<file path="src/rtl/gamepad_chord_detector_autorepeat_core_assert.svh">
// assertion macros shared by the rtl
`ifndef GAMEPAD_CHORD_DETECTOR_AUTOREPEAT_CORE_ASSERT_SVH
`define GAMEPAD_CHORD_DETECTOR_AUTOREPEAT_CORE_ASSERT_SVH

// same-cycle implication
`define GCDA_ASSERT_NOW(lbl, ante, cons) \
    lbl: assert property (@(posedge clk) disable iff (!rst_n) (ante) |-> (cons)) \
        else $error("gcda assertion failed");

// next-cycle implication
`define GCDA_ASSERT_NEXT(lbl, ante, cons) \
    lbl: assert property (@(posedge clk) disable iff (!rst_n) (ante) |=> (cons)) \
        else $error("gcda assertion failed");

`endif

</file>
<file path="src/rtl/gcda_pkg.sv">
package gcda_pkg;

    localparam int SLOTS         = 6;
    localparam int SLOT_VOL_UP   = 4;
    localparam int SLOT_VOL_DOWN = 5;
    localparam int VOL_SLOTS     = 2;

    localparam int CFG_IDX_W  = 3;
    localparam int CFG_DATA_W = 48;

    typedef enum logic [CFG_IDX_W-1:0] {
        REG_ENABLE          = 3'd0,
        REG_BINDING_TABLE   = 3'd1,
        REG_TRIGGER_LEVEL   = 3'd2,
        REG_STICK_LEVEL     = 3'd3,
        REG_REPEAT_DELAY    = 3'd4,
        REG_REPEAT_INTERVAL = 3'd5
    } reg_idx_t;

    localparam logic [7:0]  TRIGGER_LEVEL_RST   = 8'd127;
    localparam logic [14:0] STICK_LEVEL_RST     = 15'd16383;
    localparam logic [15:0] REPEAT_DELAY_RST    = 16'd450;
    localparam logic [15:0] REPEAT_INTERVAL_RST = 16'd150;

    // modifier codes
    localparam logic [2:0] MOD_NONE = 3'd0;
    localparam logic [2:0] MOD_LB   = 3'd1;
    localparam logic [2:0] MOD_RB   = 3'd2;
    localparam logic [2:0] MOD_LT   = 3'd3;
    localparam logic [2:0] MOD_RT   = 3'd4;

    // input codes
    localparam logic [4:0] IN_A         = 5'd1;
    localparam logic [4:0] IN_B         = 5'd2;
    localparam logic [4:0] IN_X         = 5'd3;
    localparam logic [4:0] IN_Y         = 5'd4;
    localparam logic [4:0] IN_DPAD_UP   = 5'd5;
    localparam logic [4:0] IN_DPAD_DOWN = 5'd6;
    localparam logic [4:0] IN_DPAD_LEFT = 5'd7;
    localparam logic [4:0] IN_DPAD_RGT  = 5'd8;
    localparam logic [4:0] IN_L_CLICK   = 5'd9;
    localparam logic [4:0] IN_R_CLICK   = 5'd10;
    localparam logic [4:0] IN_LS_UP     = 5'd11;
    localparam logic [4:0] IN_LS_DOWN   = 5'd12;
    localparam logic [4:0] IN_LS_LEFT   = 5'd13;
    localparam logic [4:0] IN_LS_RGT    = 5'd14;
    localparam logic [4:0] IN_RS_UP     = 5'd15;
    localparam logic [4:0] IN_RS_DOWN   = 5'd16;
    localparam logic [4:0] IN_RS_LEFT   = 5'd17;
    localparam logic [4:0] IN_RS_RGT    = 5'd18;
    localparam logic [4:0] IN_LT        = 5'd19;
    localparam logic [4:0] IN_RT        = 5'd20;
    localparam logic [4:0] IN_LB        = 5'd21;
    localparam logic [4:0] IN_RB        = 5'd22;

    // button bit positions
    localparam int BIT_DPAD_UP   = 0;
    localparam int BIT_DPAD_DOWN = 1;
    localparam int BIT_DPAD_LEFT = 2;
    localparam int BIT_DPAD_RGT  = 3;
    localparam int BIT_L_THUMB   = 6;
    localparam int BIT_R_THUMB   = 7;
    localparam int BIT_LB        = 8;
    localparam int BIT_RB        = 9;
    localparam int BIT_A         = 12;
    localparam int BIT_B         = 13;
    localparam int BIT_X         = 14;
    localparam int BIT_Y         = 15;

    typedef struct packed {
        logic [15:0]        buttons;
        logic signed [15:0] lx;
        logic signed [15:0] ly;
        logic signed [15:0] rx;
        logic signed [15:0] ry;
        logic [7:0]         lt;
        logic [7:0]         rt;
    } pad_t;

    typedef struct packed {
        logic [7:0]  trig;
        logic [14:0] stick;
    } levels_t;

    function automatic logic trig_on(logic [7:0] v, logic [7:0] lvl);
        return v >= lvl;
    endfunction

    function automatic logic pos_on(logic signed [15:0] v, logic [14:0] lvl);
        logic signed [16:0] a;
        logic signed [16:0] b;
        a = {v[15], v};
        b = {2'b00, lvl};
        return a >= b;
    endfunction

    function automatic logic neg_on(logic signed [15:0] v, logic [14:0] lvl);
        logic signed [16:0] a;
        logic signed [16:0] b;
        a = {v[15], v};
        b = -$signed({2'b00, lvl});
        return a <= b;
    endfunction

    function automatic logic modifier_on(pad_t p, logic [2:0] code, levels_t lv);
        logic r;
        r = 1'b0;
        unique case (code)
            MOD_NONE: r = 1'b1;
            MOD_LB:   r = p.buttons[BIT_LB];
            MOD_RB:   r = p.buttons[BIT_RB];
            MOD_LT:   r = trig_on(p.lt, lv.trig);
            MOD_RT:   r = trig_on(p.rt, lv.trig);
            default:  r = 1'b0;
        endcase
        return r;
    endfunction

    function automatic logic input_on(pad_t p, logic [4:0] code, levels_t lv);
        logic r;
        r = 1'b0;
        unique case (code)
            IN_A:         r = p.buttons[BIT_A];
            IN_B:         r = p.buttons[BIT_B];
            IN_X:         r = p.buttons[BIT_X];
            IN_Y:         r = p.buttons[BIT_Y];
            IN_DPAD_UP:   r = p.buttons[BIT_DPAD_UP];
            IN_DPAD_DOWN: r = p.buttons[BIT_DPAD_DOWN];
            IN_DPAD_LEFT: r = p.buttons[BIT_DPAD_LEFT];
            IN_DPAD_RGT:  r = p.buttons[BIT_DPAD_RGT];
            IN_L_CLICK:   r = p.buttons[BIT_L_THUMB];
            IN_R_CLICK:   r = p.buttons[BIT_R_THUMB];
            IN_LS_UP:     r = pos_on(p.ly, lv.stick);
            IN_LS_DOWN:   r = neg_on(p.ly, lv.stick);
            IN_LS_LEFT:   r = neg_on(p.lx, lv.stick);
            IN_LS_RGT:    r = pos_on(p.lx, lv.stick);
            IN_RS_UP:     r = pos_on(p.ry, lv.stick);
            IN_RS_DOWN:   r = neg_on(p.ry, lv.stick);
            IN_RS_LEFT:   r = neg_on(p.rx, lv.stick);
            IN_RS_RGT:    r = pos_on(p.rx, lv.stick);
            IN_LT:        r = trig_on(p.lt, lv.trig);
            IN_RT:        r = trig_on(p.rt, lv.trig);
            IN_LB:        r = p.buttons[BIT_LB];
            IN_RB:        r = p.buttons[BIT_RB];
            default:      r = 1'b0;
        endcase
        return r;
    endfunction

endpackage

</file>
<file path="src/rtl/gamepad_chord_detector_autorepeat_core.sv">
// channel  dir  signals                         request
// s_       in   s_tvalid s_tready s_tdata s_tuser  one gamepad poll
// m_       out  m_tvalid m_tready m_tdata          fire and held masks
// cfg_     in   cfg_we cfg_index cfg_data          one register write
//
// one poll per cycle sustained while m_tready stays high; a poll passes through the input register,
// then the result register after the per-slot compare logic
// rst_n asynchronously clears valid flags and held flags and resets config registers to their defaults
// a stalled result register stalls the input register; s_tready stays high while the input
// register is empty or the result register is empty or being taken
`include "gamepad_chord_detector_autorepeat_core_assert.svh"

module gamepad_chord_detector_autorepeat_core (
    input  logic                               clk,
    input  logic                               rst_n,
    input  logic                               s_tvalid,
    output logic                               s_tready,
    // now_ms[31:0], buttons[47:32], left_x[63:48], left_y[79:64],
    // right_x[95:80], right_y[111:96], left_trig[119:112], right_trig[127:120]
    input  logic [127:0]                       s_tdata,
    // connected[0]
    input  logic                               s_tuser,
    output logic                               m_tvalid,
    input  logic                               m_tready,
    // fire_mask[5:0], held_mask[11:6], zero[15:12]
    output logic [15:0]                        m_tdata,
    input  logic                               cfg_we,
    input  logic [gcda_pkg::CFG_IDX_W-1:0]     cfg_index,
    input  logic [gcda_pkg::CFG_DATA_W-1:0]    cfg_data
);
    import gcda_pkg::*;

    logic                  enable_reg;
    logic [8*SLOTS-1:0]    binding_reg;
    logic [7:0]            trig_level_reg;
    logic [14:0]           stick_level_reg;
    logic [15:0]           delay_reg;
    logic [15:0]           interval_reg;

    logic                  in_valid_reg;
    logic [31:0]           in_now_reg;
    logic                  in_conn_reg;
    pad_t                  in_pad_reg;

    logic                  out_valid_reg;
    logic [SLOTS-1:0]      out_fire_reg;
    logic [SLOTS-1:0]      out_held_reg;

    logic [SLOTS-1:0]      held_flags_reg;
    logic [SLOTS-1:0]      held_flags_next;
    logic [SLOTS-1:0]      fire_next;
    logic [31:0]           press_time_reg  [VOL_SLOTS];
    logic [31:0]           repeat_time_reg [VOL_SLOTS];
    logic [31:0]           press_time_next [VOL_SLOTS];
    logic [31:0]           repeat_time_next[VOL_SLOTS];

    logic                  advance;
    logic                  load;
    logic                  process;
    levels_t               levels;

    assign advance  = !out_valid_reg || m_tready;
    assign s_tready = !in_valid_reg || advance;
    assign load     = s_tvalid && s_tready;
    assign process  = in_valid_reg && advance;
    assign levels   = '{trig: trig_level_reg, stick: stick_level_reg};

    assign m_tvalid = out_valid_reg;
    assign m_tdata  = {4'b0000, out_held_reg, out_fire_reg};

    // config registers
    always_ff @(posedge clk or negedge rst_n)
    begin
        if (!rst_n)
        begin
            enable_reg      <= 1'b0;
            binding_reg     <= '0;
            trig_level_reg  <= TRIGGER_LEVEL_RST;
            stick_level_reg <= STICK_LEVEL_RST;
            delay_reg       <= REPEAT_DELAY_RST;
            interval_reg    <= REPEAT_INTERVAL_RST;
        end
        else if (cfg_we)
        begin
            unique case (cfg_index)
                REG_ENABLE:          enable_reg      <= cfg_data[0];
                REG_BINDING_TABLE:   binding_reg     <= cfg_data[8*SLOTS-1:0];
                REG_TRIGGER_LEVEL:   trig_level_reg  <= cfg_data[7:0];
                REG_STICK_LEVEL:     stick_level_reg <= cfg_data[14:0];
                REG_REPEAT_DELAY:    delay_reg       <= cfg_data[15:0];
                REG_REPEAT_INTERVAL: interval_reg    <= cfg_data[15:0];
                default:             ;
            endcase
        end
    end

    // per-slot chord logic
    always_comb
    begin
        logic       active;
        logic [7:0] bind_byte;
        logic       down;
        logic [31:0] since_press;
        logic [31:0] since_repeat;
        int          s;

        active       = enable_reg && in_conn_reg;
        fire_next    = '0;
        held_flags_next = '0;
        for (int v = 0; v < VOL_SLOTS; v++)
        begin
            press_time_next[v]  = press_time_reg[v];
            repeat_time_next[v] = repeat_time_reg[v];
        end

        for (int i = 0; i < SLOTS; i++)
        begin
            bind_byte = binding_reg[8*i +: 8];
            down = active && modifier_on(in_pad_reg, bind_byte[7:5], levels)
                          && input_on(in_pad_reg, bind_byte[4:0], levels);
            held_flags_next[i] = down;
            fire_next[i]       = down && !held_flags_reg[i];
        end

        // auto-repeat of the volume slots
        for (int v = 0; v < VOL_SLOTS; v++)
        begin
            s = (v == 0) ? SLOT_VOL_UP : SLOT_VOL_DOWN;
            since_press  = in_now_reg - press_time_reg[v];
            since_repeat = in_now_reg - repeat_time_reg[v];
            if (held_flags_next[s] && !held_flags_reg[s])
            begin
                press_time_next[v]  = in_now_reg;
                repeat_time_next[v] = in_now_reg;
            end
            else if (held_flags_next[s] && since_press >= {16'h0000, delay_reg}
                     && since_repeat >= {16'h0000, interval_reg})
            begin
                fire_next[s]        = 1'b1;
                repeat_time_next[v] = in_now_reg;
            end
        end
    end

    // control state
    always_ff @(posedge clk or negedge rst_n)
    begin
        if (!rst_n)
        begin
            in_valid_reg   <= 1'b0;
            out_valid_reg  <= 1'b0;
            held_flags_reg <= '0;
        end
        else
        begin
            if (load)
                in_valid_reg <= 1'b1;
            else if (advance)
                in_valid_reg <= 1'b0;
            if (advance)
                out_valid_reg <= in_valid_reg;
            if (process)
                held_flags_reg <= held_flags_next;
        end
    end

    // payload
    always_ff @(posedge clk)
    begin
        if (load)
        begin
            in_now_reg         <= s_tdata[31:0];
            in_conn_reg        <= s_tuser;
            in_pad_reg.buttons <= s_tdata[47:32];
            in_pad_reg.lx      <= s_tdata[63:48];
            in_pad_reg.ly      <= s_tdata[79:64];
            in_pad_reg.rx      <= s_tdata[95:80];
            in_pad_reg.ry      <= s_tdata[111:96];
            in_pad_reg.lt      <= s_tdata[119:112];
            in_pad_reg.rt      <= s_tdata[127:120];
        end
        if (process)
        begin
            out_fire_reg <= fire_next;
            out_held_reg <= held_flags_next;
            for (int v = 0; v < VOL_SLOTS; v++)
            begin
                press_time_reg[v]  <= press_time_next[v];
                repeat_time_reg[v] <= repeat_time_next[v];
            end
        end
    end

    // a slot only fires while its chord is held
    `GCDA_ASSERT_NOW(a_fire_needs_held, out_valid_reg, (out_fire_reg & ~out_held_reg) == '0)
    // disabled or disconnected polls clear the held flags
    `GCDA_ASSERT_NEXT(a_idle_clears, process && !(enable_reg && in_conn_reg),
        held_flags_reg == '0 && out_fire_reg == '0)
    // the result's held mask is the stored held state
    `GCDA_ASSERT_NEXT(a_held_matches, process, out_held_reg == held_flags_reg)
    // non-volume slots fire only on a rising edge
    `GCDA_ASSERT_NOW(a_edge_only, process,
        (fire_next[SLOT_VOL_UP-1:0] & held_flags_reg[SLOT_VOL_UP-1:0]) == '0)

endmodule
</file>
<file path="config.mk">
export PLATFORM = sky130hd
export DESIGN_NAME = gamepad_chord_detector_autorepeat_core
export DESIGN_NICKNAME = d
export VERILOG_FILES = /design/src/rtl/gcda_pkg.sv /design/src/rtl/gamepad_chord_detector_autorepeat_core.sv
export VERILOG_INCLUDE_DIRS = /design/src /design/src/rtl
export SDC_FILE = /design/constraint.sdc
export NUM_CORES = 1
export LEC_CHECK = 0
export BUFFER_PORTS_ARGS = -buffer_cell sky130_fd_sc_hd__buf_4
export CORE_ASPECT_RATIO = 1.4
export CORE_MARGIN = 10
export CORE_UTILIZATION = 50
export DETAILED_ROUTE_END_ITERATION = 10
export PLACE_DENSITY = 0.68
export SYNTH_ARGS = -nofsm -noshare
export SYNTH_HDL_FRONTEND = slang
export SYNTH_SLANG_ARGS = --single-unit
</file>
<file path="constraint.sdc">
create_clock -name clk -period 9.74 [get_ports clk]
set_clock_uncertainty 0.05 [all_clocks]
set_input_delay 2.435 -clock clk [delete_from_list [all_inputs] [get_ports clk]]
set_output_delay 2.435 -clock clk [all_outputs]
set_load 0.01 [all_outputs]
</file>
==> results of run 1 <==
## worst max-delay path: stages, from the launching register on
cell and delay, ns:
edfxtp_1 0.71, ha_1 0.33, nor2b_1 0.14, o31a_1 0.29
o21a_1 0.30, o31a_1 0.32, o21ai_0 0.17, nand2b_1 0.11
a31oi_1 0.28, o21ai_0 0.12, a21oi_1 0.18, xnor2_1 0.09
ha_1 0.20, nand2b_1 0.15, nor4_2 0.14, nand4_1 0.13
nor4_2 0.24, o211ai_1 0.12, or4b_1 0.47, or4_1 0.47
or4_1 0.44, or4b_1 0.55, nor4_2 0.38, nor3b_2 0.08
buf_4 0.28
## metrics by stage
step	total power (W)	cells	instance area, um^2
final	0.00515	3456	29700
after global routing	0.00545	3456	29700
after CTS	0.00518	3456	29700
after detailed placement	0.00358	3380	28400
after global placement	0.00353	3380	28400
after floorplan	0.00308	2586	26200
## routing by layer
metal,vias to the layer above,wire [um],global-route usage,share of wire
met3,149,3280,0.0354,0.043
met4,10,3260,0.100,0.043
met2,542,40000,0.444,0.53
met5,-,69,0,0.00091
li1,10000,-,-,-
met1,10000,29300,0.268,0.39
## power breakdown
group	switching, W	leakage (nW)	internal (W)	total, W
combinational	0.000823	8.42	0.000635	0.00146
sequential	0.000202	3.79	0.00190	0.00210
clock	0.000664	0.680	0.000927	0.00159
## path summary, 6_finish.rpt
kind                                         end  depth (start not counted)  slack, ns       startpoint
hold / removal                   interval_reg[6]                          1       0.46  interval_reg[6]
hold reg to reg                  interval_reg[6]                          1       0.46  interval_reg[6]
setup reg to reg           repeat_time_reg[0][0]                         24       2.67    in_now_reg[1]
max in group asynchronous           delay_reg[0]                          2       6.46            rst_n
min in group asynchronous        binding_reg[16]                          1       1.83            rst_n
setup / recovery           repeat_time_reg[0][0]                         24       2.67    in_now_reg[1]
## kinds of logic after synthesis
group / after synthesis
buffers and inverters: 313
adders and majority gates: 327
other: 1
xor gates and xnor gates: 98
AOI/OAI and AO/OA: 711
muxes: 110
and+or+nand+nor: 646
DFF: 377
## final cells by class
type                            instances  area, um^2
Multi-Input combinational cell       1896       14300
Inverter                              242         908
Tap cell                              656         821
Clock buffer                           53        1120
Timing Repair Buffer                  209        1570
Sequential cell                       377       10800
Clock inverter                         23         243
Fill cell                            4572       22300
## placed cells by master, fill, tap and decap left out, types with 65 or more instances in the layout
cell / Yosys / layout
dfrtp_1: 83 / 83
nand2_1: 169 / 169
buf_4: 6 / 209
a21o_1: 80 / 80
o21ai_0: 141 / 141
mux2_2: 85 / 85
inv_1: 242 / 242
edfxtp_1: 265 / 265
xnor2_1: 65 / 65
a21oi_1: 190 / 190
nand3_1: 70 / 70
ha_1: 321 / 321
nor2_1: 116 / 115
==> results by group, run 1 <==
Placed design
  – Place WS: 2.64 ns
  – DP Wirelength: 59,800 um
  – PortBufs: 194
  – GPL Wtd Cong: 0.942

Clock network
  – # hold bufs at CTS: 0
  – CTS Sinks: 377
  – Root buffer cell: clkbuf_16
  – H-tree depth: 2
  – CTS clk-pin slew, worst paths: 0.06 ns
  – CTS max path bufs: 3
  – Clk_lat worst skew: 0.59 ns
  – CTS tree: done
  – # resized after CTS: 0
  – Setup Fix Bufs, Post-CTS: 0
  – Total CTS buffers: 41

Drt
  – Wirelength per Cell: 22.0 um
  – DRC violations left: 0
  – First-pass DRT Iterations: 7
  – Detail Route Antenna Nets: 0
  – Routed Wire Length: 75,900 um
  – Vias per std cell: 6.00
  – DRT iter0 DRCs: 1,305
  – Vias after detailed routing: 20,700

Setup path
  – CP Class: reg2reg
  – WP data arrival: 7.28 ns
  – Critical path required time: 9.95 ns
  – Worst setup EP type: register
  – CP Launch Type: register
  – Crit path max fanout: 32

Cells and area
  – Max FFs per register: 92
  – Fin util: 0.572
  – Fraction of layout cells with a size suffix above 1: 0.150
  – Layout area overhead: 13.4%
  – Nets@finish: 3,277
  – # diodes: 0

Yosys
  – Post-synth cell types: 98
  – Synth Instances: 2,583
  – Top-count cell post-synth: ha_1
  – Compound-Gate Fraction of Synth Area: 0.175
  – Register bit count reported by yosys: 377
  – Largest cells by area after synthesis: edfxtp_1, ha_1, dfrtp_1, mux2_2, a21oi_1
  – Yosys top cell area share: 0.304
  – Main combinational cell family by area after synthesis: compound AO/OA/AOI/OAI gates
  – Fraction of synthesized area in multiplexers: 0.0467
  – Synth area leader: edfxtp_1
  – Synth Area in Adders: 0.157
  – Ys Warns: 0
  – Number of synthesized flops with an enable pin: 265
  – Post-synth ARST share: 0.297
  – Synthesized area per cell: 10.1 um^2
  – Post-Synth Simple-Gate Area: 0.127
  – Cell Area, Synth: 0.0262 mm^2
  – Top_reg_cell synth: edfxtp_1
  – Sequential area share after synthesis: 0.412
  – Synth Area in XOR/XNOR: 0.0357
  – Post-synth top cells: ha_1, edfxtp_1, inv_1

Global route
  – Total gr overflow: 0
  – First-pass GRT wire length: 117,000 um
  – Total Routing Usage GR: 0.241
  – Antenna violations before repair: 6
  – Pin count of the biggest net entering global routing: 81
  – Vias in the first global route: 21,300

Timing
  – Relative slew slack: 0.301
  – Tightest Pin Transition: 1.03 ns
  – Slew Viols, Final: 0
  – Final WS setup: 2.67 ns
  – Setup violators final: 0
  – Setup TNS Final: 0 ns
  – Post-layout minimum cycle time: 7.07 ns
  – Final hold vios: 0
  – Final Cycle Share: 0.726
  – Fin Hold WS: 0.457 ns
  – Unrepaired setup endpoints after global routing: false
  – Maximum clock rate: 142 MHz

Floorplanning
  – Core Area: 0.0520 mm^2
  – Starting Density: 0.504
  – Die Wd: 214 um
  – Die H: 291 um
  – DIE AREA: 0.0621 mm^2
  – Rows: 99
  – # IOs: 203

Pwr
  – Leakage: 12.9 nW
  – Max VDD drop: 0.140 mV
  – Pwr dens: 173 mW/mm^2

Flow run
  – Max cap viols: 0

Min path
  – Tightest Hold Check Type: reg2reg

Run status
  – Status: finished, final reports clean
(Power assumes the default switching activity.)
==> run 2, diff against run 1 <==
- ABC_AREA: unset -> 1
- clock period: 9.74 -> 6.7 ns (I/O delays scaled with it)
==> run 2 against run 1 <==
Against the previous run:
- sequential share of layout area down 2.6 points
- final cell count up 34%
- critical path depth down 3
- critical endpoint is now press_time_reg[0][20]
- largest cell class unchanged
- largest power group unchanged
==> results by group, run 2 <==
Timing
  – Post-layout minimum cycle time: 5.43 ns
  – Final Cycle Share: 0.810
  – Setup TNS Final: 0 ns
  – Setup violators final: 0
  – Unrepaired setup endpoints after global routing: false
  – Final hold vios: 0
  – Tightest Pin Transition: 0.888 ns
  – Final WS setup: 1.27 ns
  – Fin Hold WS: 0.430 ns
  – Slew Viols, Final: 0
  – Maximum clock rate: 184 MHz
  – Relative slew slack: 0.407

Setup path
  – RR Endpoint: press_time_reg[0][20]
  – Slack of the worst reg-to-reg path: 1.27 ns
  – Setup crit end: press_time_reg[0][20]
  – Worst setup EP type: register
  – WP data arrival: 5.66 ns
  – Worst R2R Start: stick_level_reg[1]
  – Critical Path Start: stick_level_reg[1]
  – CP Launch Type: register
  – CP Class: reg2reg
  – R2R cell count: 21
  – Crit path max fanout: 24
  – Critical path required time: 6.93 ns

Cells and area
  – Max FFs per register: 92
  – Commonest cells after routing, fill and taps aside: nand2_1, inv_1, nor2_1
  – Nets@finish: 4,375
  – # diodes: 0
  – Non-filler cells, final: 4,631
  – Fraction of layout cells with a size suffix above 1: 0.0921
  – Layout area overhead: 13.4%
  – Most common cell after layout, fill and taps aside: nand2_1

Floorplanning
  – Die H: 301 um
  – Core Area: 0.0562 mm^2
  – DIE AREA: 0.0665 mm^2
  – Die Wd: 221 um
  – Rows: 103
  – # IOs: 203
  – Starting Density: 0.502

Clock network
  – # hold bufs at CTS: 0
  – # resized after CTS: 0
  – Total CTS buffers: 40
  – Clk_lat worst skew: 0.60 ns
  – Root buffer cell: clkbuf_16
  – CTS tree: done
  – H-tree depth: 2
  – CTS clk-pin slew, worst paths: 0.07 ns
  – CTS max path bufs: 3
  – Setup Fix Bufs, Post-CTS: 0
  – CTS Sinks: 377

Global route
  – First-pass GRT wire length: 133,000 um
  – Total gr overflow: 0
  – Antenna violations before repair: 0
  – Pin count of the biggest net entering global routing: 101
  – Vias in the first global route: 24,300
  – Total Routing Usage GR: 0.250

Placed design
  – DP Wirelength: 68,000 um
  – GPL Wtd Cong: 0.981
  – Place WS: 1.30 ns
  – Placed Cells: 4,558
  – PortBufs: 194

Yosys
  – Post-synth top cells: nand2_1, inv_1, nor2_1
  – Register bit count reported by yosys: 377
  – Largest cells by area after synthesis: edfxtp_1, ha_1, nand2_1, inv_1, dfrtp_1
  – Synth area leader: edfxtp_1
  – Post-synth cell types: 52
  – Synth Area in Adders: 0.145
  – Fraction of synthesized area in multiplexers: 0.00399
  – Synth Instances: 3,635
  – Ys Warns: 0
  – Synthesized area per cell: 7.77 um^2
  – Post-Synth Simple-Gate Area: 0.246
  – Top-count cell post-synth: nand2_1
  – Sequential area share after synthesis: 0.383
  – Compound-Gate Fraction of Synth Area: 0.110
  – Post-synth ARST share: 0.297
  – Top_reg_cell synth: edfxtp_1
  – Yosys top cell area share: 0.282
  – Cell Area, Synth: 0.0282 mm^2
  – Synth Area in XOR/XNOR: 0.0264
  – Number of synthesized flops with an enable pin: 265
  – Main combinational cell family by area after synthesis: simple AND/OR/NAND/NOR gates

Drt
  – Wirelength per Cell: 18.4 um
  – DRC violations left: 0
  – Routed Wire Length: 85,000 um
  – DRT iter0 DRCs: 1,624
  – Vias after detailed routing: 25,000
  – Detail Route Antenna Nets: 0
  – First-pass DRT Iterations: 5
  – Vias per std cell: 5.39

Run status
  – Status: finished, final reports clean

Pwr
  – Max VDD drop: 0.249 mV
  – Pwr Total: 0.00758 W
  – Pwr dens: 237 mW/mm^2
  – Leakage: 15.6 nW

Min path
  – Tightest Hold Check Type: reg2reg

Flow run
  – Max cap viols: 0
[run 2: worst min path at each step]
stage | start | to | slack, ns | cells after the start
2_1_floorplan | binding_reg[7] | binding_reg[7] | 0.40 | 2
3_3_place_gp | held_flags_reg[0] | held_flags_reg[0] | 0.42 | 2
3_5_place_dp | held_flags_reg[0] | held_flags_reg[0] | 0.42 | 2
4_1_cts | held_flags_reg[0] | held_flags_reg[0] | 0.44 | 2
5_1_grt | trig_level_reg[3] | trig_level_reg[3] | 0.45 | 2
6_report | held_flags_reg[0] | held_flags_reg[0] | 0.43 | 2
[run 2: cell type report]
type | count | area (um^2)
inverters | 604 | 2270
clock inverters | 19 | 173
clock buffers | 54 | 1140
repair buffers | 216 | 1630
fillers | 5444 | 24200
multi-input cells | 2626 | 15100
well taps | 735 | 920
flip-flops and latches | 377 | 10800
[run 2: layer usage]
| metal | part of all wire | GRT usage |
|---|---|---|
| met5 | 0 | 0 |
| met4 | 0.052 | 0.128 |
| met3 | 0.047 | 0.0314 |
| met2 | 0.51 | 0.461 |
| met1 | 0.39 | 0.277 |
[run 2: kinds of logic (layout without fill, tap and decap cells)]
| logic type | after synthesis | after routing |
|---|---|---|
| adder cells (fa/ha/maj) | 325 | 325 |
| AND/OR/NAND/NOR | 1641 | 1641 |
| flip-flops | 377 | 377 |
| XOR/XNOR | 85 | 85 |
| AO/OA/AOI/OAI | 561 | 561 |
| multiplexers | 10 | 10 |
| other | 1 | 4 |
| buffers and inverters | 635 | 893 |
[run 2: power by group]
group          internal, W  switching [W]  total, W
Clock              0.00125       0.000988   0.00223
Combinational     0.000849        0.00150   0.00235
Sequential         0.00277       0.000228   0.00300
Total              0.00487        0.00271   0.00758
[run 2: metrics by stage]
step                       util  area (um^2)
after floorplan               -        28200
after global placement    0.546        30700
after detailed placement  0.546        30700
after CTS                 0.570        32000
after global routing      0.570        32000
final                     0.570        32000
[run 2: worst max-delay path, stage by stage (launching register included)]
cell and delay [ns]:
dfstp_2 0.40, inv_1 0.20, ha_1 0.34, nand2_1 0.08, nor2_1 0.08, nand3_1 0.14
nor3_1 0.33, nand3_1 0.18, xor2_1 0.42, ha_1 0.24, nand4_1 0.18, nor4_1 0.38
nor3b_1 0.36, nor2_1 0.09, nand2_2 0.18, nand3_1 0.09, nand2_1 0.09, nor2_2 0.06
a21oi_4 0.14, nand2_2 0.12, nor2_4 0.67, buf_4 0.27
==> run 3, diff against run 2 <==
- clock period: 6.7 -> 5 ns (I/O delays scaled with it)
==> run 3 against run 2 <==
Against the previous run:
- routed wire length grew 3.8%
- fmax is 16% higher
- clock power up 55%
- register-to-register slack worse by 0.95 ns
==> results by group, run 3 (synthesis gave the netlist of run 2 again) <==
Global route
  – Antenna violations before repair: 0
  – Total gr overflow: 0
  – Pin count of the biggest net entering global routing: 113
  – Total Routing Usage GR: 0.259
  – Vias in the first global route: 24,800
  – First-pass GRT wire length: 137,000 um

Cells and area
  – Layout area overhead: 15.2%
  – # diodes: 0
  – Area of the multi-input gates: 0.0151 mm^2
  – Most common cell after layout, fill and taps aside: nand2_1
  – Nets@finish: 4,402
  – Fill cell count: 5,304
  – Fraction of layout cells with a size suffix above 1: 0.101
  – Non-filler cells, final: 4,661
  – Fin util: 0.579
  – Commonest cells after routing, fill and taps aside: nand2_1, inv_1, nor2_1
  – Reg area: 0.0108 mm^2
  – Max FFs per register: 92

Setup path
  – Slack of the worst reg-to-reg path: 0.32 ns
  – CP Launch Type: register
  – Crit-path most repeated cell: nand2_1
  – Slowest CP cell: edfxtp_1
  – R2R cell count: 27
  – WP data arrival: 4.96 ns
  – Crit path max fanout: 32
  – RR Endpoint: repeat_time_reg[0][17]
  – Worst setup EP type: register
  – Top delay family on crit path: simple AND/OR/NAND/NOR gates
  – Worst R2R Start: in_now_reg[0]
  – Critical path required time: 5.28 ns
  – CP Class: reg2reg
  – Critical path's largest stage delay: 0.41 ns
  – Critical Path Start: in_now_reg[0]
  – CP bufs+invs: 3

Floorplanning
  – Die Wd: 221 um
  – Rows: 103
  – Die H: 301 um
  – DIE AREA: 0.0665 mm^2
  – Starting Density: 0.502
  – # IOs: 203
  – Core Area: 0.0562 mm^2

Clock network
  – Clk_lat worst skew: 0.61 ns
  – Total CTS buffers: 42
  – # hold bufs at CTS: 0
  – Root buffer cell: clkbuf_16
  – CTS tree: done
  – CTS Sinks: 377
  – CTS max path bufs: 3
  – H-tree depth: 2
  – CTS clk-pin slew, worst paths: 0.07 ns

Timing
  – Unrepaired setup endpoints after global routing: false
  – Slew Viols, Final: 0
  – Maximum clock rate: 214 MHz
  – Final hold vios: 0
  – Post-layout minimum cycle time: 4.68 ns
  – Tightest Pin Transition: 0.922 ns
  – Relative slew slack: 0.384
  – Setup violators final: 0
  – Final Cycle Share: 0.936

Min path
  – Worst Hold Path EP: interval_reg[1]
  – Hold path startpoint: interval_reg[1]
  – Tightest Hold Check Type: reg2reg
  – Hold path cells: 2

Pwr
  – Leakage: 15.8 nW
  – Max VDD drop: 0.344 mV
  – Pwr dens: 328 mW/mm^2

Placed design
  – GPL Wtd Cong: 0.992
  – DP Wirelength: 71,400 um
  – PortBufs: 194
  – Placed Cells: 4,582

Drt
  – Detail Route Antenna Nets: 0
  – First-pass DRT Iterations: 5
  – Vias per std cell: 5.41
  – Vias after detailed routing: 25,200
  – Routed Wire Length: 88,300 um
  – DRC violations left: 0
  – DRT iter0 DRCs: 1,828
  – Wirelength per Cell: 18.9 um

Run status
  – Status: finished, final reports clean

Flow run
  – Max cap viols: 0
## run 3: cell types whose count changed in the layout (fill, tap and decap cells not counted), moves of 2 or more
cell        delta
clkbuf_8       +2
clkinv_2       -3
clkinv_1       +3
clkinvlp_4     -2
buf_4         +20
clkbuf_1       -7
inv_6          +4
bufinv_16      +6
buf_12         +5
## run 3: how the worst max path moves through the flow
stage	endpoint	slack [ns]	cells past startpoint
global placement	repeat_time_reg[0][61]	-0.06	22
finish	repeat_time_reg[0][17]	0.32	27
detailed placement	repeat_time_reg[0][60]	-0.03	21
floorplan	press_time_reg[0][0]	0.18	24
CTS	repeat_time_reg[0][60]	0.08	21
global route	repeat_time_reg[0][58]	0.02	21
## run 3: per-stage QoR
step | cell area (um^2) | power, W | worst slack [ns] | hold slack, ns | setup TNS, ns
6_report | 32500 | 0.0107 | 0.318 | 0.438 | 0
5_1_grt | 32500 | 0.0113 | 0.0174 | 0.470 | 0
4_1_cts | 32500 | 0.0107 | 0.0840 | 0.440 | 0
3_5_place_dp | 30900 | 0.00723 | -0.0299 | 0.424 | -0.884
3_3_place_gp | 30900 | 0.00717 | -0.0558 | 0.416 | -2.57
2_1_floorplan | 28200 | 0.00614 | 0.179 | 0.398 | 0
## run 3: worst min-delay path: cells and delay by family (launching register included)
| kind | cells | cell delay, ns |
|---|---|---|
| simple gates | 1 | 0.05 |
| compound gates | 1 | 0.07 |
| flops | 1 | 0.37 |
## run 3: area by class of cell
type	count	share of cell area
inverters	604	0.0698
clock inverters	28	0.0117
well taps	735	0.0283
clock buffers	50	0.0358
repair buffers	241	0.0579
multi-input cells	2626	0.464
flip-flops and latches	377	0.332
## run 3: what timing repair did
item,4_1_cts,5_1_grt
gates resized for setup,1,4
pin swaps,0,1
endpoints found under the setup margin,63,128
setup buffers,0,1
hold endpoints to repair,0,0
## run 3: report_power, final
group / switching (W) / internal, W / total, W
logic: 0.00205 / 0.00116 / 0.00321
registers: 0.000287 / 0.00371 / 0.00400
clock network: 0.00139 / 0.00206 / 0.00345
## run 3: routing by layer
metal  wire, um  vias up  global-route usage
li1           -    12700                   -
met1      34000    11600               0.282
met2      45100      741               0.477
met3       4010      224              0.0362
met4       5140        0               0.142
met5          0        -                   0
